File: src/sv/prae_pkg.sv
// ----------------------------------------------------------------------------
// prae_pkg
// Shared widths, constants and types of the position report encoder.
// ----------------------------------------------------------------------------
package prae_pkg;

    localparam int LatW   = 28;
    localparam int LonW   = 29;
    localparam int CoordW = 29;
    localparam int FixW   = 3;
    localparam int CharW  = 8;
    localparam int DigW   = 4;
    localparam int AddrW  = 3;
    localparam int DataW  = 32;

    localparam int NStages = 10;
    localparam int RptLen  = 20;
    localparam int CntW    = 5;

    // reciprocal of 15625 (1e6 / 64), exact for quotients below 2^22
    localparam logic [22:0] RecipMillion = 23'd4398047;
    localparam int          RecipShift1  = 36;
    // reciprocal of 625 (1e4 / 16), exact for quotients below 2^16
    localparam logic [16:0] RecipTenK    = 17'd107375;
    localparam int          RecipShift3  = 26;

    localparam logic [19:0] Million   = 20'd1000000;
    localparam logic [19:0] HalfHund  = 20'd5000;

    localparam logic [CharW-1:0] AsciiBang  = 8'h21;
    localparam logic [CharW-1:0] AsciiZero  = 8'h30;
    localparam logic [CharW-1:0] AsciiDot   = 8'h2e;
    localparam logic [CharW-1:0] AsciiN     = 8'h4e;
    localparam logic [CharW-1:0] AsciiS     = 8'h53;
    localparam logic [CharW-1:0] AsciiE     = 8'h45;
    localparam logic [CharW-1:0] AsciiW     = 8'h57;
    localparam logic [CharW-1:0] AsciiNul   = 8'h00;

    localparam logic RegSymTable = 1'b0;
    localparam logic RegSymCode  = 1'b1;
    localparam int   RegSelBit   = 2;

    localparam logic [CharW-1:0] SymTableRst = 8'd47;
    localparam logic [CharW-1:0] SymCodeRst  = 8'd62;

    typedef struct packed {
        logic            neg;
        logic [DigW-1:0] deg_h;
        logic [DigW-1:0] deg_t;
        logic [DigW-1:0] deg_o;
        logic [DigW-1:0] min_t;
        logic [DigW-1:0] min_o;
        logic [DigW-1:0] hun_t;
        logic [DigW-1:0] hun_o;
    } prae_digits_t;

endpackage

File: src/sv/prae_pos_if.sv
// ----------------------------------------------------------------------------
// prae_pos_if
// Position request channel: latitude, longitude and fix quality.
// ----------------------------------------------------------------------------
interface prae_pos_if
    import prae_pkg::*;
();
    logic                   valid;
    logic                   ready;
    logic signed [LatW-1:0] lat_micro;
    logic signed [LonW-1:0] lon_micro;
    logic [FixW-1:0]        fix_level;

    modport source (output valid, lat_micro, lon_micro, fix_level, input ready);
    modport sink   (input valid, lat_micro, lon_micro, fix_level, output ready);
endinterface

File: src/sv/prae_rpt_if.sv
// ----------------------------------------------------------------------------
// prae_rpt_if
// Report byte channel: one ASCII byte per request with end and invalid flags.
// ----------------------------------------------------------------------------
interface prae_rpt_if
    import prae_pkg::*;
();
    logic             valid;
    logic             ready;
    logic [CharW-1:0] out_char;
    logic             last_char;
    logic             pos_invalid;

    modport source (output valid, out_char, last_char, pos_invalid, input ready);
    modport sink   (input valid, out_char, last_char, pos_invalid, output ready);
endinterface

File: src/sv/prae_coord.sv
// ----------------------------------------------------------------------------
// prae_coord
// Ten-stage pipeline turning signed microdegrees into degree, minute and
// hundredth digits plus the hemisphere sign.
// ----------------------------------------------------------------------------
module prae_coord
    import prae_pkg::*;
(
    input  logic                     clk,
    input  logic                     en,
    input  logic signed [CoordW-1:0] value,
    output prae_digits_t             digits
);

    localparam int DegW  = 9;
    localparam int FracW = 20;
    localparam int ScW   = 26;
    localparam int MinW  = 6;
    localparam int RemW  = 20;
    localparam int HW    = 3;
    localparam int RdW   = 7;
    localparam int HunW  = 7;
    localparam int P1W   = 46;
    localparam int P2W   = 43;
    localparam int P3W   = 33;
    localparam int MulW  = 15;

    // stage 1
    logic [CoordW-1:0] mag1_reg, mag1_next;
    logic              neg1_reg;
    // stage 2
    logic [P1W-1:0]    p1_reg, p1_next;
    logic [CoordW-1:0] mag2_reg;
    logic              neg2_reg;
    // stage 3
    logic [DegW-1:0]   deg3_reg, deg3_next;
    logic [FracW-1:0]  frac3_reg, frac3_next;
    logic              neg3_reg;
    // stage 4
    logic [DegW-1:0]   deg4_reg;
    logic [HW-1:0]     h4_reg, h4_next;
    logic [ScW-1:0]    sc4_reg, sc4_next;
    logic              neg4_reg;
    // stage 5
    logic [HW-1:0]     h5_reg;
    logic [RdW-1:0]    rd5_reg, rd5_next;
    logic [P2W-1:0]    p2_reg, p2_next;
    logic [ScW-1:0]    sc5_reg;
    logic              neg5_reg;
    // stage 6
    logic [HW-1:0]     h6_reg;
    logic [RdW-1:0]    rd6_reg;
    logic [DigW-1:0]   dt6_reg, dt6_next;
    logic [MinW-1:0]   min6_reg, min6_next;
    logic [RemW-1:0]   rem6_reg, rem6_next;
    logic              neg6_reg;
    // stage 7
    logic [HW-1:0]     h7_reg;
    logic [DigW-1:0]   dt7_reg;
    logic [DigW-1:0]   do7_reg, do7_next;
    logic [MinW-1:0]   min7_reg;
    logic [DigW-1:0]   mt7_reg, mt7_next;
    logic [P3W-1:0]    p3_reg, p3_next;
    logic              neg7_reg;
    // stage 8
    logic [HW-1:0]     h8_reg;
    logic [DigW-1:0]   dt8_reg, do8_reg, mt8_reg;
    logic [DigW-1:0]   mo8_reg, mo8_next;
    logic [HunW-1:0]   hund8_reg, hund8_next;
    logic              neg8_reg;
    // stage 9
    logic [HW-1:0]     h9_reg;
    logic [DigW-1:0]   dt9_reg, do9_reg, mt9_reg, mo9_reg;
    logic [HunW-1:0]   hund9_reg;
    logic [DigW-1:0]   ht9_reg, ht9_next;
    logic              neg9_reg;
    // stage 10
    prae_digits_t      dig_reg, dig_next;

    logic [RemW-1:0]   rnd_sum;
    logic [HunW-1:0]   hund_raw;

    always_comb
    begin
        mag1_next  = value[CoordW-1] ? unsigned'(-value) : unsigned'(value);

        p1_next    = P1W'(mag1_reg[CoordW-1:6]) * P1W'(RecipMillion);

        deg3_next  = p1_reg[RecipShift1 +: DegW];
        frac3_next = FracW'(mag2_reg - CoordW'(deg3_next) * CoordW'(Million));

        sc4_next   = ScW'(frac3_reg) * ScW'(6'd60);
        h4_next    = HW'((MulW'(deg3_reg) * MulW'(41)) >> 12);

        p2_next    = P2W'(sc4_reg[ScW-1:6]) * P2W'(RecipMillion);
        rd5_next   = RdW'(deg4_reg - DegW'(h4_reg) * DegW'(100));

        min6_next  = p2_reg[RecipShift1 +: MinW];
        rem6_next  = RemW'(sc5_reg - ScW'(min6_next) * ScW'(Million));
        dt6_next   = DigW'((MulW'(rd5_reg) * MulW'(205)) >> 11);

        rnd_sum    = rem6_reg + HalfHund;
        p3_next    = P3W'(rnd_sum[RemW-1:4]) * P3W'(RecipTenK);
        do7_next   = DigW'(rd6_reg - RdW'(dt6_reg) * RdW'(10));
        mt7_next   = DigW'((MulW'(min6_reg) * MulW'(205)) >> 11);

        hund_raw   = p3_reg[RecipShift3 +: HunW];
        hund8_next = (hund_raw == HunW'(100)) ? '0 : hund_raw;
        mo8_next   = DigW'(min7_reg - MinW'(mt7_reg) * MinW'(10));

        ht9_next   = DigW'((MulW'(hund8_reg) * MulW'(205)) >> 11);

        dig_next.neg   = neg9_reg;
        dig_next.deg_h = DigW'(h9_reg);
        dig_next.deg_t = dt9_reg;
        dig_next.deg_o = do9_reg;
        dig_next.min_t = mt9_reg;
        dig_next.min_o = mo9_reg;
        dig_next.hun_t = ht9_reg;
        dig_next.hun_o = DigW'(hund9_reg - HunW'(ht9_reg) * HunW'(10));
    end

    always_ff @(posedge clk)
    begin
        if (en)
        begin
            mag1_reg  <= mag1_next;
            neg1_reg  <= value[CoordW-1];

            p1_reg    <= p1_next;
            mag2_reg  <= mag1_reg;
            neg2_reg  <= neg1_reg;

            deg3_reg  <= deg3_next;
            frac3_reg <= frac3_next;
            neg3_reg  <= neg2_reg;

            deg4_reg  <= deg3_reg;
            h4_reg    <= h4_next;
            sc4_reg   <= sc4_next;
            neg4_reg  <= neg3_reg;

            h5_reg    <= h4_reg;
            rd5_reg   <= rd5_next;
            p2_reg    <= p2_next;
            sc5_reg   <= sc4_reg;
            neg5_reg  <= neg4_reg;

            h6_reg    <= h5_reg;
            rd6_reg   <= rd5_reg;
            dt6_reg   <= dt6_next;
            min6_reg  <= min6_next;
            rem6_reg  <= rem6_next;
            neg6_reg  <= neg5_reg;

            h7_reg    <= h6_reg;
            dt7_reg   <= dt6_reg;
            do7_reg   <= do7_next;
            min7_reg  <= min6_reg;
            mt7_reg   <= mt7_next;
            p3_reg    <= p3_next;
            neg7_reg  <= neg6_reg;

            h8_reg    <= h7_reg;
            dt8_reg   <= dt7_reg;
            do8_reg   <= do7_reg;
            mt8_reg   <= mt7_reg;
            mo8_reg   <= mo8_next;
            hund8_reg <= hund8_next;
            neg8_reg  <= neg7_reg;

            h9_reg    <= h8_reg;
            dt9_reg   <= dt8_reg;
            do9_reg   <= do8_reg;
            mt9_reg   <= mt8_reg;
            mo9_reg   <= mo8_reg;
            hund9_reg <= hund8_reg;
            ht9_reg   <= ht9_next;
            neg9_reg  <= neg8_reg;

            dig_reg   <= dig_next;
        end
    end

    assign digits = dig_reg;

endmodule

File: src/sv/position_report_ascii_encoder.sv
// ----------------------------------------------------------------------------
// position_report_ascii_encoder
// Encodes a position as an uncompressed ASCII position report, byte by byte.
// ----------------------------------------------------------------------------
// Usage:
//   pos  : one request per position (lat_micro, lon_micro, fix_level),
//          accepted on valid && ready.
//   rpt  : one request per report byte; last_char marks the final byte.
//          A valid position gives 20 bytes; no fix or a zero position
//          gives one NUL byte with pos_invalid and last_char set.
//   APB  : symbol_table at 0x0, symbol_code at 0x4; write only while idle.
// Timing:
//   The position passes a 10-stage digit pipeline, then loads a 20-byte
//   output shifter. Throughput is one byte per cycle while rpt is ready;
//   the next report loads as the last byte of the one before is taken.
// Reset:
//   Clears all valid bits and loads the symbol registers with '/' and '>'.
// Stall:
//   When rpt is not ready the pipeline keeps filling until its last stage
//   holds a position the shifter cannot take, then stalls with pos.ready low.
// ----------------------------------------------------------------------------
module position_report_ascii_encoder
    import prae_pkg::*;
(
    input  logic              clk,
    input  logic              rst_n,
    prae_pos_if.sink          pos,
    prae_rpt_if.source        rpt,
    input  logic              psel,
    input  logic              penable,
    input  logic              pwrite,
    input  logic [AddrW-1:0]  paddr,
    input  logic [DataW-1:0]  pwdata,
    output logic [DataW-1:0]  prdata,
    output logic              pready
);

    logic [CharW-1:0]   sym_table_reg;
    logic [CharW-1:0]   sym_code_reg;
    logic               cfg_wr;

    logic [NStages-1:0] vld_reg, vld_next;
    logic [NStages-1:0] inv_reg, inv_next;
    logic               adv;
    logic               pos_inv;

    prae_digits_t       lat_dig;
    prae_digits_t       lon_dig;

    logic [CharW-1:0]   txt_reg  [RptLen];
    logic [CharW-1:0]   txt_next [RptLen];
    logic [CharW-1:0]   rpt_bytes[RptLen];
    logic [CntW-1:0]    cnt_reg, cnt_next;
    logic               ser_vld_reg, ser_vld_next;
    logic               ser_inv_reg, ser_inv_next;
    logic               ser_take;
    logic               ser_load;
    logic               rpt_acc;

    function automatic logic [CharW-1:0] to_ascii(input logic [DigW-1:0] d);
        to_ascii = AsciiZero | CharW'(d);
    endfunction

    assign pready = 1'b1;
    assign cfg_wr = psel && penable && pwrite;

    always_ff @(posedge clk or negedge rst_n)
    begin
        if (!rst_n)
        begin
            sym_table_reg <= SymTableRst;
            sym_code_reg  <= SymCodeRst;
        end
        else if (cfg_wr)
        begin
            unique case (paddr[RegSelBit])
                RegSymTable: sym_table_reg <= pwdata[CharW-1:0];
                RegSymCode:  sym_code_reg  <= pwdata[CharW-1:0];
                default:     sym_table_reg <= sym_table_reg;
            endcase
        end
    end

    always_comb
    begin
        unique case (paddr[RegSelBit])
            RegSymTable: prdata = DataW'(sym_table_reg);
            RegSymCode:  prdata = DataW'(sym_code_reg);
            default:     prdata = '0;
        endcase
    end

    assign ser_take = !ser_vld_reg || (rpt.ready && cnt_reg == CntW'(1));
    assign adv      = !vld_reg[NStages-1] || ser_take;
    assign ser_load = vld_reg[NStages-1] && ser_take;
    assign rpt_acc  = rpt.valid && rpt.ready;

    assign pos.ready = adv;
    assign pos_inv   = (pos.fix_level == '0)
                       || (pos.lat_micro == '0 && pos.lon_micro == '0);

    always_comb
    begin
        vld_next = {vld_reg[NStages-2:0], pos.valid && pos.ready};
        inv_next = {inv_reg[NStages-2:0], pos_inv};
    end

    always_ff @(posedge clk or negedge rst_n)
    begin
        if (!rst_n)
        begin
            vld_reg <= '0;
        end
        else if (adv)
        begin
            vld_reg <= vld_next;
        end
    end

    always_ff @(posedge clk)
    begin
        if (adv)
        begin
            inv_reg <= inv_next;
        end
    end

    prae_coord u_lat (
        .clk    (clk),
        .en     (adv),
        .value  (CoordW'(pos.lat_micro)),
        .digits (lat_dig)
    );

    prae_coord u_lon (
        .clk    (clk),
        .en     (adv),
        .value  (CoordW'(pos.lon_micro)),
        .digits (lon_dig)
    );

    always_comb
    begin
        rpt_bytes[0]  = AsciiBang;
        rpt_bytes[1]  = to_ascii(lat_dig.deg_t);
        rpt_bytes[2]  = to_ascii(lat_dig.deg_o);
        rpt_bytes[3]  = to_ascii(lat_dig.min_t);
        rpt_bytes[4]  = to_ascii(lat_dig.min_o);
        rpt_bytes[5]  = AsciiDot;
        rpt_bytes[6]  = to_ascii(lat_dig.hun_t);
        rpt_bytes[7]  = to_ascii(lat_dig.hun_o);
        rpt_bytes[8]  = lat_dig.neg ? AsciiS : AsciiN;
        rpt_bytes[9]  = sym_table_reg;
        rpt_bytes[10] = to_ascii(lon_dig.deg_h);
        rpt_bytes[11] = to_ascii(lon_dig.deg_t);
        rpt_bytes[12] = to_ascii(lon_dig.deg_o);
        rpt_bytes[13] = to_ascii(lon_dig.min_t);
        rpt_bytes[14] = to_ascii(lon_dig.min_o);
        rpt_bytes[15] = AsciiDot;
        rpt_bytes[16] = to_ascii(lon_dig.hun_t);
        rpt_bytes[17] = to_ascii(lon_dig.hun_o);
        rpt_bytes[18] = lon_dig.neg ? AsciiW : AsciiE;
        rpt_bytes[19] = sym_code_reg;
        if (inv_reg[NStages-1])
        begin
            rpt_bytes[0] = AsciiNul;
        end
    end

    always_comb
    begin
        txt_next     = txt_reg;
        cnt_next     = cnt_reg;
        ser_vld_next = ser_vld_reg;
        ser_inv_next = ser_inv_reg;
        priority if (ser_load)
        begin
            txt_next     = rpt_bytes;
            cnt_next     = inv_reg[NStages-1] ? CntW'(1) : CntW'(RptLen);
            ser_vld_next = 1'b1;
            ser_inv_next = inv_reg[NStages-1];
        end
        else if (rpt_acc)
        begin
            for (int i = 0; i < RptLen - 1; i++)
            begin
                txt_next[i] = txt_reg[i+1];
            end
            txt_next[RptLen-1] = AsciiNul;
            cnt_next           = cnt_reg - CntW'(1);
            ser_vld_next       = (cnt_reg != CntW'(1));
        end
        else
        begin
            ser_vld_next = ser_vld_reg;
        end
    end

    always_ff @(posedge clk or negedge rst_n)
    begin
        if (!rst_n)
        begin
            ser_vld_reg <= 1'b0;
            cnt_reg     <= '0;
        end
        else
        begin
            ser_vld_reg <= ser_vld_next;
            cnt_reg     <= cnt_next;
        end
    end

    always_ff @(posedge clk)
    begin
        txt_reg     <= txt_next;
        ser_inv_reg <= ser_inv_next;
    end

    assign rpt.valid       = ser_vld_reg;
    assign rpt.out_char    = txt_reg[0];
    assign rpt.last_char   = (cnt_reg == CntW'(1));
    assign rpt.pos_invalid = ser_inv_reg;

endmodule

File: src/flat_wrapper.sv
// flat-port wrapper written by rule: the top's interface ports become plain ports
module position_report_ascii_encoder_flat import prae_pkg::*;
  (clk, rst_n, psel, penable, pwrite, paddr, pwdata, prdata, pready, pos_valid, pos_lat_micro, pos_lon_micro, pos_fix_level, pos_ready, rpt_valid, rpt_out_char, rpt_last_char, rpt_pos_invalid, rpt_ready);
  prae_pos_if pos_i ();
  prae_rpt_if rpt_i ();
  input  logic clk;
  input  logic rst_n;
  input  logic psel;
  input  logic penable;
  input  logic pwrite;
  input  logic [AddrW-1:0] paddr;
  input  logic [DataW-1:0] pwdata;
  output logic [DataW-1:0] prdata;
  output logic pready;
  input wire logic [$bits(pos_i.valid)-1:0] pos_valid;
  input wire logic [$bits(pos_i.lat_micro)-1:0] pos_lat_micro;
  input wire logic [$bits(pos_i.lon_micro)-1:0] pos_lon_micro;
  input wire logic [$bits(pos_i.fix_level)-1:0] pos_fix_level;
  output wire logic [$bits(pos_i.ready)-1:0] pos_ready;
  output wire logic [$bits(rpt_i.valid)-1:0] rpt_valid;
  output wire logic [$bits(rpt_i.out_char)-1:0] rpt_out_char;
  output wire logic [$bits(rpt_i.last_char)-1:0] rpt_last_char;
  output wire logic [$bits(rpt_i.pos_invalid)-1:0] rpt_pos_invalid;
  input wire logic [$bits(rpt_i.ready)-1:0] rpt_ready;
  assign pos_i.valid = pos_valid;
  assign pos_i.lat_micro = pos_lat_micro;
  assign pos_i.lon_micro = pos_lon_micro;
  assign pos_i.fix_level = pos_fix_level;
  assign pos_ready = pos_i.ready;
  assign rpt_valid = rpt_i.valid;
  assign rpt_out_char = rpt_i.out_char;
  assign rpt_last_char = rpt_i.last_char;
  assign rpt_pos_invalid = rpt_i.pos_invalid;
  assign rpt_i.ready = rpt_ready;
  position_report_ascii_encoder u_core (.clk(clk), .rst_n(rst_n), .pos(pos_i), .rpt(rpt_i), .psel(psel), .penable(penable), .pwrite(pwrite), .paddr(paddr), .pwdata(pwdata), .prdata(prdata), .pready(pready));
endmodule
File: config.mk
export PLATFORM = sky130hd
export DESIGN_NAME = position_report_ascii_encoder_flat
export DESIGN_NICKNAME = d
export VERILOG_FILES = /design/src/sv/prae_pkg.sv /design/src/sv/prae_pos_if.sv /design/src/sv/prae_rpt_if.sv /design/src/sv/prae_coord.sv /design/src/sv/position_report_ascii_encoder.sv /design/src/flat_wrapper.sv
export SDC_FILE = /design/constraint.sdc
export NUM_CORES = 2
export LEC_CHECK = 0
export ABC_AREA = 1
export BUFFER_PORTS_ARGS = -buffer_cell sky130_fd_sc_hd__buf_2
export CAP_MARGIN = 20
export CORE_MARGIN = 1
export CORE_UTILIZATION = 40
export DETAILED_ROUTE_END_ITERATION = 6
export SLEW_MARGIN = 15
export SYNTH_ARGS = -nofsm -noshare
export SYNTH_HDL_FRONTEND = slang
export SYNTH_HIERARCHICAL = 1
export SYNTH_SLANG_ARGS = --single-unit
File: constraint.sdc
create_clock -name clk -period 26.4 [get_ports clk]
set_clock_uncertainty 0.2 [all_clocks]
set_input_delay 5.28 -clock clk [delete_from_list [all_inputs] [get_ports clk]]
set_output_delay 5.28 -clock clk [all_outputs]
set_load 0.02 [all_outputs]
# Yosys cells after proc, flatten, opt, wreduce, memory -nomap -nowiden
# Index checks and enable logic that the tools add are counted.
# word_totals
ff_bits	989
in_bits	102
out_inout_bits	45
elab_cells	226
# classes
addsub	17
mul	28
eq_ne	4
muxes	13
n_bitwise	1
reduce_logical	18
# op_table
operator	count
160-bit 2-to-1 mux	2
23-bit by 23-bit multiplier with 45-bit output (second input constant)	2
20-bit by 23-bit multiplier with 42-bit output (second input constant)	2
20-bit subtractor	4
16-bit by 17-bit multiplier with 33-bit output (second input constant)	2
32-bit one-hot mux with 2 select lines	1
7-bit by 8-bit multiplier with 15-bit output (second input constant)	4
20-bit by 4-bit multiplier with 24-bit output (second input constant)	2
20-bit by 13-bit adder with 20-bit output (second input constant)	2
9-bit by 6-bit multiplier with 15-bit output (second input constant)	2
29-bit zero test	1
28-bit negator with 29-bit output	1
29-bit negator	1
28-bit zero test	1
6-bit by 14-bit multiplier with 14-bit output (second input constant)	2
6-bit by 8-bit multiplier with 14-bit output (second input constant)	2
9-bit by 14-bit multiplier with 14-bit output (second input constant)	2
28-bit 2-to-1 mux	1
27-bit 2-to-1 mux	1
5-bit 2-to-1 mux	5
4-bit subtractor	6
4-bit by 3-bit multiplier with 3-bit output (second input constant)	4
7-bit equality test (second input constant)	2
7-bit subtractor	2
14 further kinds	27

# Logic depth before layout (Yosys ltp)
# depth
word_depth	5
ltp_mapped	35
depth_no_buf	35

# Cells and area by module
# Netlist, hierarchy kept.
# modules_own_cells
mod	n_inst	cells_each	area_per_inst_um2	seq_area_each_um2
prae_coord (u_core.u_lat)	1	4411	42345.6	8978.6
prae_coord (u_core.u_lon)	1	4400	42310.6	8978.6
position_report_ascii_encoder	1	927	8559.5	5267.6

# Worst setup path before layout
# Ideal clock, no wire load.
# synth_path
path_type	input to output
start	input rpt_ready
end	output pos_ready
t_arrival_ps	12521
required_time_ps	20920
path_slack_ps	8399
path_stages	3
path_buffers	1
cell_sequence	nand3_2 -> nand3_1 -> buf_2
# synth_between
elab_chain_len	3
# synth_rtl
element	line_no	rtl
from (decl)	flat_wrapper.sv:24	input wire logic [$bits(rpt_i.ready)-1:0] rpt_ready;
1-bit logical AND	position_report_ascii_encoder.sv:93	assign ser_take = !ser_vld_reg || (rpt.ready && cnt_reg == CntW'(1));
1-bit logical OR	position_report_ascii_encoder.sv:93	
1-bit logical OR	position_report_ascii_encoder.sv:94	assign adv = !vld_reg[NStages-1] || ser_take;
to (decl)	flat_wrapper.sv:19	output wire logic [$bits(pos_i.ready)-1:0] pos_ready;
# Every way passes these cells.

# Final worst setup path
# Same ends and word-level chain as after synthesis.

==> report_table.html <==
<table>
<tr><th>Metric</th><th>Value</th></tr>
<tr><th colspan="2">Setup path</th></tr>
<tr><td>CP Capture Type</td><td>output pin</td></tr>
<tr><td>Top fanout value on the critical path</td><td>6</td></tr>
<tr><td>Data arrival, critical path</td><td>between 5 and 6 ns</td></tr>
<tr><td>Number of buffers and inverters on the critical path</td><td>2</td></tr>
<tr><td>Setup Crit Path Kind</td><td>in -&gt; out</td></tr>
<tr><td>Worst-path cell chain</td><td>buf_2 -&gt; nand3_2 -&gt; nand3_4 -&gt; buf_2</td></tr>
<tr><td>Master of the slowest instance on the critical path</td><td>buf_2</td></tr>
<tr><td>Cell type group with the largest total delay on the critical path</td><td>buffers and inverters</td></tr>
<tr><td>CP max stage delay</td><td>0.25 ns</td></tr>
<tr><td>Element type at the critical path start</td><td>input port</td></tr>
<tr><td>Required time at the worst-slack endpoint</td><td>20.92 ns</td></tr>
<tr><td>Crit path top cell by count</td><td>buf_2</td></tr>
<tr><th colspan="2">Clocking</th></tr>
<tr><td>Max H-tree Level</td><td>3</td></tr>
<tr><td>Sink Count</td><td>783</td></tr>
<tr><td>Clock tree from TritonCTS</td><td>yes</td></tr>
<tr><td>Post CTS Setup Buffer Count</td><td>0</td></tr>
<tr><td>Root cell of the clock tree</td><td>clkbuf_16</td></tr>
<tr><td>Number of hold buffers added after cts</td><td>0</td></tr>
<tr><td>CTS Buffer Depth</td><td>3</td></tr>
<tr><td>Insertion delay of the later-clocked pin in the worst-skew pair</td><td>about 0.7 ns</td></tr>
<tr><td>Post-CTS sizing</td><td>0</td></tr>
<tr><td>Number of clock buffers inserted by TritonCTS</td><td>~80</td></tr>
<tr><td>Clk slew on worst S/H paths</td><td>0.06 ns</td></tr>
<tr><th colspan="2">Place</th></tr>
<tr><td>DPL Wire Length</td><td>roughly 170000 um</td></tr>
<tr><td>Global placement routability congestion</td><td>0.9009</td></tr>
<tr><td>Cells after DPL</td><td>12779</td></tr>
<tr><td>IO buf count</td><td>95</td></tr>
<tr><td>Worst setup timing slack at the placement stage</td><td>roughly 15 ns</td></tr>
<tr><th colspan="2">Synth</th></tr>
<tr><td>Netlist area before placement</td><td>approximately 90000 um^2</td></tr>
<tr><td>Post-synthesis cell count</td><td>9719</td></tr>
<tr><td>Number of warnings issued by yosys</td><td>6</td></tr>
<tr><td>Post-synthesis area per instance</td><td>9.535 um^2</td></tr>
<tr><th colspan="2">Timing</th></tr>
<tr><td>Endpoints failing setup</td><td>0</td></tr>
<tr><td>Final hold viol count</td><td>0</td></tr>
<tr><td>Aggregate negative setup slack</td><td>0 ns</td></tr>
<tr><td>Worst-margin pin slew</td><td>roughly 1.1 ns</td></tr>
<tr><td>Final Worst Setup Slack</td><td>roughly 15 ns</td></tr>
<tr><td>Final worst-path cycle share</td><td>43.23%</td></tr>
<tr><td>Final slew viol count</td><td>0</td></tr>
<tr><td>Normalized max-slew margin</td><td>between 20% and 30%</td></tr>
<tr><td>Maximum achievable frequency</td><td>0.08762 GHz</td></tr>
<tr><td>Final critical-path required period</td><td>~11 ns</td></tr>
<tr><td>Setup repair after global routing missed its margin</td><td>false</td></tr>
<tr><th colspan="2">Worst hold path</th></tr>
<tr><td>Worst min-delay path category</td><td>reg -&gt; reg</td></tr>
<tr><th colspan="2">Routing</th></tr>
<tr><td>Average wire per standard cell</td><td>15.78 um</td></tr>
<tr><td>First-pass detailed-route iteration total</td><td>5</td></tr>
<tr><td>Post-route DRC</td><td>0</td></tr>
<tr><td>Violation count after the first detailed-route iteration</td><td>2824</td></tr>
<tr><td>Residual antenna-violating net count after detailed routing</td><td>0</td></tr>
<tr><td>Vias per std cell</td><td>4.815</td></tr>
<tr><td>Total number of vias</td><td>62268</td></tr>
<tr><td>Total detailed-routing wirelength</td><td>204100 um</td></tr>
<tr><th colspan="2">Die</th></tr>
<tr><td>DIE WIDTH</td><td>483.3 um</td></tr>
<tr><td>Core footprint</td><td>230100 um^2</td></tr>
<tr><td>Ports</td><td>147</td></tr>
<tr><td>Number of rows created at floorplan</td><td>between 150 and 200</td></tr>
<tr><td>Initial standard-cell utilization of the core</td><td>between 40% and 50%</td></tr>
<tr><td>Die footprint</td><td>233600 um^2</td></tr>
<tr><td>Die Span Y</td><td>between 400 and 500 um</td></tr>
<tr><th colspan="2">Finish</th></tr>
<tr><td>Final cell count without fillers</td><td>12932</td></tr>
<tr><td>Fill cells</td><td>22156</td></tr>
<tr><td>Nets@finish</td><td>~13000</td></tr>
<tr><td>Layout Utilization</td><td>43.20%</td></tr>
<tr><td>Antenna diode instance count</td><td>0</td></tr>
<tr><td>Signed area change from the synthesized netlist to the final layout</td><td>7.273%</td></tr>
<tr><td>Share of final-layout standard cells stronger than drive strength 1</td><td>3.715%</td></tr>
<tr><td>Number of flip-flops in the largest register</td><td>152</td></tr>
<tr><th colspan="2">Global route</th></tr>
<tr><td>Grt ovf</td><td>0</td></tr>
<tr><td>Layer with the highest usage after global routing</td><td>met2</td></tr>
<tr><td>Met2 Track Usage GR</td><td>31.27%</td></tr>
<tr><td>Pin count of the biggest net entering global routing</td><td>153</td></tr>
<tr><td>Total Routing Usage GR</td><td>17.91%</td></tr>
<tr><td>Met3 track utilization from global routing</td><td>2.042%</td></tr>
<tr><td>Number of antenna violations at the first check in global routing</td><td>0</td></tr>
<tr><td>Number of global-route vias before repair</td><td>between 60000 and 70000</td></tr>
<tr><td>Global Route met1 Usage</td><td>23.62%</td></tr>
<tr><td>Wire length of the first global-routing pass</td><td>between 300000 and 400000 um</td></tr>
<tr><th colspan="2">Run</th></tr>
<tr><td>Max-cap violation count</td><td>0</td></tr>
<tr><th colspan="2">Run status</th></tr>
<tr><td>Run status</td><td>finished clean</td></tr>
</table>
## metal layers
| layer | vias up | routed length, um |
|---|---|---|
| met5 | - | 0 |
| met4 | 0 | 4724 |
| met3 | 261 | 6303 |
| met2 | 896 | 98630 |
| met1 | 30271 | 94450 |
| li1 | 30840 | - |
## stage by stage
stage | hold slack (ns) | instance area [um^2]
after floorplan | 0.2003 | 92760
after global placement | 0.2022 | 96570
after detailed placement | 0.2045 | 96570
after CTS | 0.2018 | 99410
after global routing | 0.2059 | 99410
final | 0.2064 | 99410
## placed cells by master (no fill, tap or decap), types with 12 or more instances in the layout
cell type / n
inv_1: 2416
ha_1: 1516
nand2_1: 1479
fa_1: 1161
edfxtp_1: 683
nor2_1: 497
a21oi_1: 442
nand3_1: 328
o21ai_0: 247
xor2_1: 177
nand4_1: 99
buf_2: 95
clkbuf_16: 85
xnor2_1: 84
dfxtp_1: 68
nor3_1: 65
a21o_1: 49
o21bai_1: 33
conb_1: 28
nand3_2: 24
a31oi_1: 24
dfrtp_1: 22
nor4_1: 20
buf_4: 19
clkinv_2: 18
or2_2: 18
nor2_2: 15
clkbuf_1: 14
o21ai_1: 12
## cell type report
class                           instances  area, um^2  share of cell area [%]
Clock buffer                          102        2221                   2.234
Clock inverter                         51       613.1                  0.6167
Inverter                             2428        9120                   9.174
Multi-Input combinational cell       6427       60350                   60.70
Sequential cell                       783       22680                   22.82
Tap cell                             3026        3786                   3.809
Timing Repair Buffer                  115       638.1                  0.6419
## path summary, 6_finish.rpt
kind | from | endpoint | slack [ns] | cells past startpoint
worst max register to register | u_core/u_lat/rem6_reg[5]$_DFFE_PP_ | u_core/u_lat/p3_reg[32]$_DFFE_PP_ | 19.11 | 22
min in group asynchronous | rst_n | u_core/sym_table_reg[6]$_DFFE_PN0P_ | 4.45 | 1
worst min register to register | u_core/inv_reg[4]$_DFFE_PP_ | u_core/inv_reg[5]$_DFFE_PP_ | 0.21 | 0
max in group asynchronous | rst_n | u_core/vld_reg[6]$_DFFE_PN0P_ | 21.09 | 1
worst min-delay path | u_core/inv_reg[4]$_DFFE_PP_ | u_core/inv_reg[5]$_DFFE_PP_ | 0.21 | 0
worst max-delay path | rpt_ready | pos_ready | 14.99 | 4
Power is left out: the tool's default activity adds up to more than one toggle a clock period on the data nets, which glitch-free logic cannot reach.
